`src/design/spfb_pkg.sv`:
```
`default_nettype none
package spfb_pkg;

   localparam int MaxVertsDef = 64;
   localparam int CoordW      = 32;
   localparam int StW         = 24;
   localparam int NumW        = CoordW + 1;
   localparam int FaceW       = 3;
   localparam int CountOutW   = 7;
   localparam int DepthW      = 16;
   localparam int NumFaces    = 6;

   localparam logic signed [StW-1:0] ST_MAX = 24'sh7FFFFF;
   localparam logic signed [StW-1:0] ST_MIN = -24'sh800000;
   localparam logic [DepthW-1:0] MIN_DEPTH_RST = 16'd1;

   // cube faces
   localparam logic [FaceW-1:0] FACE_PX = 3'd0;
   localparam logic [FaceW-1:0] FACE_NX = 3'd1;
   localparam logic [FaceW-1:0] FACE_PY = 3'd2;
   localparam logic [FaceW-1:0] FACE_NY = 3'd3;
   localparam logic [FaceW-1:0] FACE_PZ = 3'd4;
   localparam logic [FaceW-1:0] FACE_NZ = 3'd5;

   // item modes
   localparam logic MODE_CLEAR  = 1'b0;
   localparam logic MODE_VERTEX = 1'b1;

   typedef struct packed {
      logic                     mode;
      logic signed [CoordW-1:0] vertex_x;
      logic signed [CoordW-1:0] vertex_y;
      logic signed [CoordW-1:0] vertex_z;
      logic                     last_vertex;
   } req_type;

   typedef struct packed {
      logic [FaceW-1:0]      face;
      logic signed [StW-1:0] min_s;
      logic signed [StW-1:0] min_t;
      logic signed [StW-1:0] max_s;
      logic signed [StW-1:0] max_t;
      logic [CountOutW-1:0]  projected_count;
      logic                  overflow;
   } rsp_type;

   typedef struct packed {
      logic signed [NumW-1:0] s_num;
      logic signed [NumW-1:0] t_num;
      logic signed [NumW-1:0] depth;
   } proj_type;

   // divider handshake
   typedef struct packed {
      logic                   start;
      logic signed [NumW-1:0] num;
      logic [CoordW-1:0]      den;
   } div_req_type;

   typedef struct packed {
      logic                  done;
      logic signed [StW-1:0] quo;
   } div_rsp_type;

   // sign and axis permutation per face
   function automatic proj_type face_proj(input logic [FaceW-1:0] face,
                                          input logic signed [CoordW-1:0] x,
                                          input logic signed [CoordW-1:0] y,
                                          input logic signed [CoordW-1:0] z);
      logic signed [NumW-1:0] xe;
      logic signed [NumW-1:0] ye;
      logic signed [NumW-1:0] ze;
      proj_type p;
      xe = {x[CoordW-1], x};
      ye = {y[CoordW-1], y};
      ze = {z[CoordW-1], z};
      unique case (face)
         FACE_PX: begin p.s_num = -ye; p.t_num = ze;  p.depth = xe;  end
         FACE_NX: begin p.s_num = ye;  p.t_num = ze;  p.depth = -xe; end
         FACE_PY: begin p.s_num = xe;  p.t_num = ze;  p.depth = ye;  end
         FACE_NY: begin p.s_num = -xe; p.t_num = ze;  p.depth = -ye; end
         FACE_PZ: begin p.s_num = -ye; p.t_num = -xe; p.depth = ze;  end
         FACE_NZ: begin p.s_num = -ye; p.t_num = xe;  p.depth = -ze; end
         default: begin p.s_num = '0;  p.t_num = '0;  p.depth = '0;  end
      endcase
      return p;
   endfunction

endpackage
`default_nettype wire

```
`src/design/spfb_div.sv`:
```
`default_nettype none
module spfb_div (
   input  wire logic                 clock,
   input  wire logic                 reset,
   input  wire spfb_pkg::div_req_type div_req,
   output spfb_pkg::div_rsp_type      div_rsp
);
   import spfb_pkg::*;

   localparam int QW = StW;
   localparam int CW = $clog2(QW + 1);

   logic              busy_ff, busy_in;
   logic              done_ff, done_in;
   logic [CW-1:0]     cnt_ff, cnt_in;
   logic              neg_ff, neg_in;
   logic [NumW-1:0]   rem_ff, rem_in;
   logic [QW-1:0]     dsh_ff, dsh_in;
   logic [QW-1:0]     q_ff, q_in;
   logic [CoordW-1:0] den_ff, den_in;
   logic signed [QW-1:0] quo_ff, quo_in;

   logic [NumW-1:0]   mag;
   logic [NumW-1:0]   trial;
   logic              fits;
   logic [QW-1:0]     q_next;

   always_comb begin
      mag    = div_req.num[NumW-1] ? NumW'(-div_req.num) : NumW'(div_req.num);
      trial  = {rem_ff[NumW-2:0], dsh_ff[QW-1]};
      fits   = trial >= NumW'(den_ff);
      q_next = {q_ff[QW-2:0], fits};
   end

   // one quotient bit per cycle, saturation found up front
   always_comb begin
      busy_in = busy_ff;
      done_in = 1'b0;
      cnt_in  = cnt_ff;
      neg_in  = neg_ff;
      rem_in  = rem_ff;
      dsh_in  = dsh_ff;
      q_in    = q_ff;
      den_in  = den_ff;
      quo_in  = quo_ff;
      if (div_req.start) begin
         neg_in = div_req.num[NumW-1];
         den_in = div_req.den;
         if ({7'd0, mag} >= {div_req.den, 8'd0}) begin
            done_in = 1'b1;
            quo_in  = div_req.num[NumW-1] ? ST_MIN : ST_MAX;
         end else begin
            busy_in = 1'b1;
            cnt_in  = CW'(QW);
            rem_in  = mag >> 8;
            dsh_in  = {mag[7:0], 16'd0};
            q_in    = '0;
         end
      end else if (busy_ff) begin
         rem_in = fits ? trial - NumW'(den_ff) : trial;
         dsh_in = {dsh_ff[QW-2:0], 1'b0};
         q_in   = q_next;
         cnt_in = cnt_ff - 1'b1;
         if (cnt_ff == CW'(1)) begin
            busy_in = 1'b0;
            done_in = 1'b1;
            if (neg_ff) begin
               quo_in = (q_next > QW'(8388608)) ? ST_MIN : -$signed(q_next);
            end else begin
               quo_in = (q_next > QW'(8388607)) ? ST_MAX : $signed(q_next);
            end
         end
      end
   end

   always_ff @(posedge clock) begin
      if (reset) begin
         busy_ff <= 1'b0;
         done_ff <= 1'b0;
      end else begin
         busy_ff <= busy_in;
         done_ff <= done_in;
      end
      cnt_ff <= cnt_in;
      neg_ff <= neg_in;
      rem_ff <= rem_in;
      dsh_ff <= dsh_in;
      q_ff   <= q_in;
      den_ff <= den_in;
      quo_ff <= quo_in;
   end

   assign div_rsp.done = done_ff;
   assign div_rsp.quo  = quo_ff;

endmodule
`default_nettype wire

```
`config.mk`:
```
export PLATFORM = sky130hd
export DESIGN_NAME = spfb_div
export DESIGN_NICKNAME = d
export VERILOG_FILES = /design/src/design/spfb_pkg.sv /design/src/design/spfb_div.sv
export SDC_FILE = /design/constraint.sdc
export NUM_CORES = 1
export LEC_CHECK = 0
export BUFFER_PORTS_ARGS = -buffer_cell sky130_fd_sc_hd__clkbuf_2
export CAP_MARGIN = 20
export CORE_ASPECT_RATIO = 0.9
export CORE_UTILIZATION = 60
export DETAILED_ROUTE_END_ITERATION = 8
export PLACE_DENSITY = 0.81
export SLEW_MARGIN = 20
export SYNTH_ARGS = -nofsm -noshare
export SYNTH_HDL_FRONTEND = slang
export SYNTH_SLANG_ARGS = --single-unit
```
`constraint.sdc`:
```
create_clock -name clock -period 11.5 [get_ports clock]
set_input_delay 2.3 -clock clock [delete_from_list [all_inputs] [get_ports clock]]
set_output_delay 2.3 -clock clock [all_outputs]
set_load 0.01 [all_outputs]
```
Word-level counts from Yosys, hierarchy flattened
Cells that the tools add are included.
{"block": "op_classes", "add_sub_neg": 4, "n_lt_le_gt_ge": 4, "n_eq_ne": 3, "n_mux": 30, "reduce_logical": 4}
{"cell": "24-bit two-way mux", "count": 11}
{"cell": "32-bit two-way mux", "count": 4}
{"cell": "23-bit two-way mux", "count": 3}
{"cell": "33-bit by 40-bit >= comparator with 1-bit output", "count": 1}
{"cell": "33-bit by 32-bit >= comparator with 1-bit output", "count": 1}
{"cell": "33-bit two-way mux", "count": 1}
{"cell": "33-bit negator", "count": 1}
{"cell": "32-bit subtractor", "count": 1}
{"cell": "24-bit by 23-bit greater-than comparator with 1-bit output (second input constant)", "count": 1}
{"cell": "24-bit greater-than comparator (second input constant)", "count": 1}
{"cell": "24-bit negator", "count": 1}
{"cell": "5-bit two-way mux", "count": 3}
{"cell": "1-bit two-way mux", "count": 8}
{"cell": "5-bit by 1-bit == test with 1-bit output (second input constant)", "count": 1}
{"cell": "5-bit by 1-bit subtractor with 5-bit output (second input constant)", "count": 1}
{"cell": "2-bit nonzero test", "count": 2}
{"cell": "3-bit AND reduction", "count": 1}
{"cell": "2-bit by 1-bit != test with 1-bit output (second input constant)", "count": 1}
{"cell": "2-bit != test (second input constant)", "count": 1}
{"cell": "2-bit AND reduction", "count": 1}
{"block": "word_totals", "reg_bits": 143, "output_inout_bits": 25, "elab_cells": 54}

Logic depth before layout (Yosys ltp)
{"block": "logic_depth", "word_depth": 7, "ltp_mapped": 23}

Worst setup path before layout
No wires, ideal clock.
{"block": "synth_path", "path_kind": "input -> register", "startpoint": "in div_req[40] (netlist name)", "endpoint": "reg cnt_ff[0], enable pin", "arrival_ps": 7714, "required_time_ps": 10408, "setup_slack_ps": 2694, "stages": 16, "path_cell_list": "or4_4 > nor3_4 > nand3_1 > or4_1 > buf_2 > nor3_1 > nor2_1 > xor2_1 > ha_1 > nand4_1 > or4_1 > a2111oi_0 > a221o_1 > a211oi_1 > o21ai_0 > o21ai_0"}
{"block": "synth_between", "elab_chain_len": 5}
{"element": "from (decl)", "line_no": "spfb_div.sv:5", "source": "input wire spfb_pkg::div_req_type div_req,"}
{"element": "33-bit negator", "line_no": "spfb_div.sv:29", "source": "mag = div_req.num[NumW-1] ? NumW'(-div_req.num) : NumW'(div_req.num);"}
{"element": "33-bit two-way mux (*)", "line_no": "spfb_div.sv:29"}
{"element": "33-bit by 40-bit >= comparator with 1-bit output (*)", "line_no": "spfb_div.sv:49", "source": "if ({7'd0, mag} >= {div_req.den, 8'd0}) begin"}
{"element": "2-bit != test (no source line) (*)"}
{"element": "2-bit AND reduction (no source line) (*)"}
{"element": "to (signal assigned)", "line_no": "spfb_div.sv:84", "source": "cnt_ff <= cnt_in;"}
{"element": "to (decl)", "line_no": "spfb_div.sv:15", "source": "logic [CW-1:0] cnt_ff, cnt_in;"}
Every way passes the cells marked *; elsewhere a longest branch is shown, timed or not.
A chain may end at the register's enable or synchronous reset.

Worst setup path after layout
{"block": "layout_path", "startpoint": "in div_req[40] (netlist name)", "endpoint": "reg rem_ff[26], enable pin"}
{"block": "layout_between", "elab_chain_len": 5}
{"element": "33-bit negator", "line_no": "spfb_div.sv:29"}
{"element": "33-bit two-way mux (*)", "line_no": "spfb_div.sv:29"}
{"element": "33-bit by 40-bit >= comparator with 1-bit output (*)", "line_no": "spfb_div.sv:49"}
{"element": "2-bit != test (no source line) (*)"}
{"element": "2-bit AND reduction (no source line) (*)"}
{"element": "to (signal assigned)", "line_no": "spfb_div.sv:86", "source": "rem_ff <= rem_in;"}
{"element": "to (decl)", "line_no": "spfb_div.sv:17", "source": "logic [NumW-1:0] rem_ff, rem_in;"}
Marked as above.

==> flow_metrics.env <==
export IMPL_status="finished clean"
export IMPL_crit_type="input port to flop"
export IMPL_grt_usage_pct=31.3
export IMPL_finalCriticalPeriod_ns=7.12
export IMPL_fin_ws_ns=4.38
export IMPL_layout_nets=1150
export IMPL_crit_chain="clkbuf_2 -> or4_4 -> nor3_4 -> nand3_1 -> or4_1 -> nor3_1 -> nor2_1 -> xor2_1 -> ha_1 -> nand4_1 -> or4_1 -> a2111oi_0 -> a221o_1 -> a211oi_1 -> o21ai_0 -> o21ai_4 -> buf_4"
export IMPL_startpoint="div_req[40]"
export IMPL_finalWirelength_um=22600
export IMPL_antenna_cells=0
export IMPL_antenna_found_initial=0
export IMPL_hold_violations=0
export IMPL_max_freq_mhz=141
export IMPL_clockBufferDepth=2
export IMPL_cts_resized=0
export IMPL_cts_tree="built"
export IMPL_worstMarginPinSlew_ns=1.06
export IMPL_syn_mean_instance_area_sq_um=9.43
export IMPL_syn_instance_count=940
export IMPL_ctsHoldBuffers=0
export IMPL_r2r_cells=18
export IMPL_start_util_pct=62.4
export IMPL_grt_overflow=0
export IMPL_num_vias=7585
export IMPL_crit_buf_inv=2
export IMPL_row_count=41
export IMPL_synth_seq_cells=127
export IMPL_die_area_sq_um=15300
export IMPL_fin_crit_sh_pct=61.9
export IMPL_maxSlewHeadroom_pct=29.6
export IMPL_ant_nets=0
export IMPL_rsz0062_at_grt="no"
export IMPL_drt_initial_drc_count=946
export IMPL_io_buffers=92
export IMPL_cts_sinks=127
export IMPL_skew_ns=0.00794
export IMPL_numCtsBuffers=17
export IMPL_nFillCells=1082
export IMPL_synth_top_area_share_pct=42.4
export IMPL_yosysWarnings=0
export IMPL_post_cts_setup_buffers=0
export IMPL_cpLargestDelayFamily="simple AND/OR/NAND/NOR gates"
export IMPL_drc=0
export IMPL_synth_flop_cell="edfxtp_1"
export IMPL_grt_max_degree=77
export IMPL_leakagePower_nw=4.17
export IMPL_crit_arrival_ns=7.23
export IMPL_slowest_delay_ns=0.57
export IMPL_register_area_sq_um=3790
export IMPL_grt_pass1_wl_um=36100
export IMPL_insertion_delay_ns=0.42
export IMPL_synth_cell_type_count=72
export IMPL_max_cap_viol_count=0
export IMPL_vias_per_cell=6.19
export IMPL_cts_htree_levels=4
export IMPL_synth_seq_area_share_pct=42.8
export IMPL_yosysTopAreaCell="edfxtp_1"
export IMPL_hold_start="busy_ff$_SDFFE_PP0P_"
export IMPL_layout_drive_gt1_share_pct=14.5
export IMPL_tns_ns=0
export IMPL_area_growth_pct=13.6
export IMPL_pwr_density_cell_nw_per_um2=188
export IMPL_min_path_type="flop to flop"
export IMPL_report_final_slew_viol_count=0
export IMPL_r2r_slack_ns=5.22
export IMPL_routabilityCongestion=0.926
export IMPL_ir_worst_vdd_mv=0.162
export IMPL_synth_most_common_cell="edfxtp_1"
export IMPL_ctsRootBufferMaster="clkbuf_16"
export IMPL_crit_required_ns=11.62
export IMPL_synth_edf_count=125
export IMPL_grt_pass1_vias=7223
export IMPL_multi_input_area_sq_um=4650
export IMPL_cp_common_cell="or4_1"
export IMPL_clk_pin_slew_ns=0.05
export IMPL_netlist_top_cells_count="edfxtp_1 (125), nor2_1 (88), nand2_1 (80)"
export IMPL_hpwl_um=15900
export IMPL_yosys_top_cells_area="edfxtp_1 (42%), ha_1 (8.6%), a21oi_1 (4.5%), nor2_1 (3.7%), xnor2_1 (3.5%)"
export IMPL_wl_per_cell_um=18.4
export IMPL_postLayoutCoreUtil_pct=70.8
export IMPL_cp_depth=17
export IMPL_worst_path_max_delay_cell="or4_4"
export IMPL_io_pins=93
export IMPL_die_h_um=117
export IMPL_dp_slack_ns=3.86
export IMPL_synth_cell_area_sq_um=8860
export IMPL_dr_pass1_iters=5
export IMPL_async_reset_ff_share_pct=0
export IMPL_startpoint_type="input port"
export IMPL_syn_nets=1070
export IMPL_core_sq_um=14200
export IMPL_fp_dieW_um=130
export IMPL_worstPathMaxFanout=35
export IMPL_endpoint_kind="flop"
export IMPL_r2r_start="den_ff[1]$_DFFE_PP_"
export IMPL_holdPathStages=2
export IMPL_final_setup_viol_count=0
==> power by group <==
| part | switching [mW] | total [mW] | internal [mW] |
|---|---|---|---|
| registers | 0.0436 | 0.636 | 0.593 |
| clock network | 0.192 | 0.521 | 0.329 |
| logic | 0.454 | 0.731 | 0.278 |
==> cell families (layout without fill, tap and decap cells) <==
kind of cell / Yosys count / after routing / synth area share, %
XOR/XNOR: 58 / 58 / 5.73
buffers and inverters: 114 / 207 / 4.93
adder cells (fa/ha/maj): 62 / 62 / 8.84
AND/OR/NAND/NOR: 314 / 314 / 17.9
multiplexers: 6 / 6 / 0.706
AO/OA/AOI/OAI: 259 / 259 / 19.0
flip-flops: 127 / 127 / 42.8
==> final cells by class <==
cell class                      count  area share, %
Multi-Input combinational cell    699           46.2
Sequential cell                   127           37.7
Timing Repair Buffer               98           5.25
Clock buffer                       25           4.72
Inverter                           77           2.87
Tap cell                          193           2.40
Clock inverter                      7          0.870
==> layout by cell type (no fill, tap or decap), types with 8 or more instances in the layout <==
master,synthesis,layout
edfxtp_1,125,125
clkbuf_2,0,91
nor2_1,88,88
nand2_1,80,80
a21oi_1,79,79
inv_1,76,76
ha_1,61,61
o21ai_0,47,46
xnor2_1,35,35
nor2b_1,26,26
xor2_1,23,23
nor3_1,19,19
a21o_1,18,18
nand3_1,17,17
clkbuf_16,0,17
nor4_1,15,15
a31oi_1,15,14
or4_1,12,12
o21a_1,12,12
nand4_1,11,11
nand2b_1,10,10
o21ai_1,10,10
o31ai_1,10,10
a211oi_1,10,10
and3_1,8,8
o211ai_1,8,8
==> per-stage QoR <==
stage               instance area (sq um)  hold slack (ns)  std cells  power (mW)
floorplan                            8860            0.444        940        1.17
global placement                     9470            0.475       1193        1.33
detailed placement                   9470            0.480       1193        1.34
CTS                                 10000            0.486       1225        1.87
global route                        10100            0.534       1226        2.00
finish                              10100            0.488       1226        1.89
==> routing by layer <==
metal	up-vias	routed length (um)	global-route usage [%]
met5	-	0	0
li1	3631	-	-
met3	47	1840	6.55
met2	347	10400	48.6
met4	0	543	11.6
met1	3560	9870	43.4
==> registers in the layout, indices dropped and copies added, names as in the netlist <==
register	cells
done_ff	1
den_ff	32
quo_ff	24
rem_ff	32
neg_ff	1
dsh_ff	8
busy_ff	1
q_ff	23
cnt_ff	5
==> worst reg2reg max path: stages, from the launching register on <==
cell and delay [ns]:
edfxtp_1 0.43, inv_1 0.09, ha_1 0.24, nor2b_1 0.15, o2111ai_1 0.34, and3b_1 0.35, nor3_1 0.12, nor3_1 0.48
a31oi_2 0.19, inv_2 0.60, ha_1 0.34, or3b_2 0.51, nor4b_2 0.52, nand3_1 0.27, o21ai_1 0.29, nand2_1 0.40
o311ai_0 0.44, o21ai_1 0.18, a21oi_1 0.18
==> final timing paths <==
path,to
max reg2reg,quo_ff[20]$_DFFE_PP_
min reg2reg,busy_ff$_SDFFE_PP0P_
min,busy_ff$_SDFFE_PP0P_
max,rem_ff[26]$_SDFFCE_PP0P_
No activity file was read; power rests on OpenSTA's default activity.
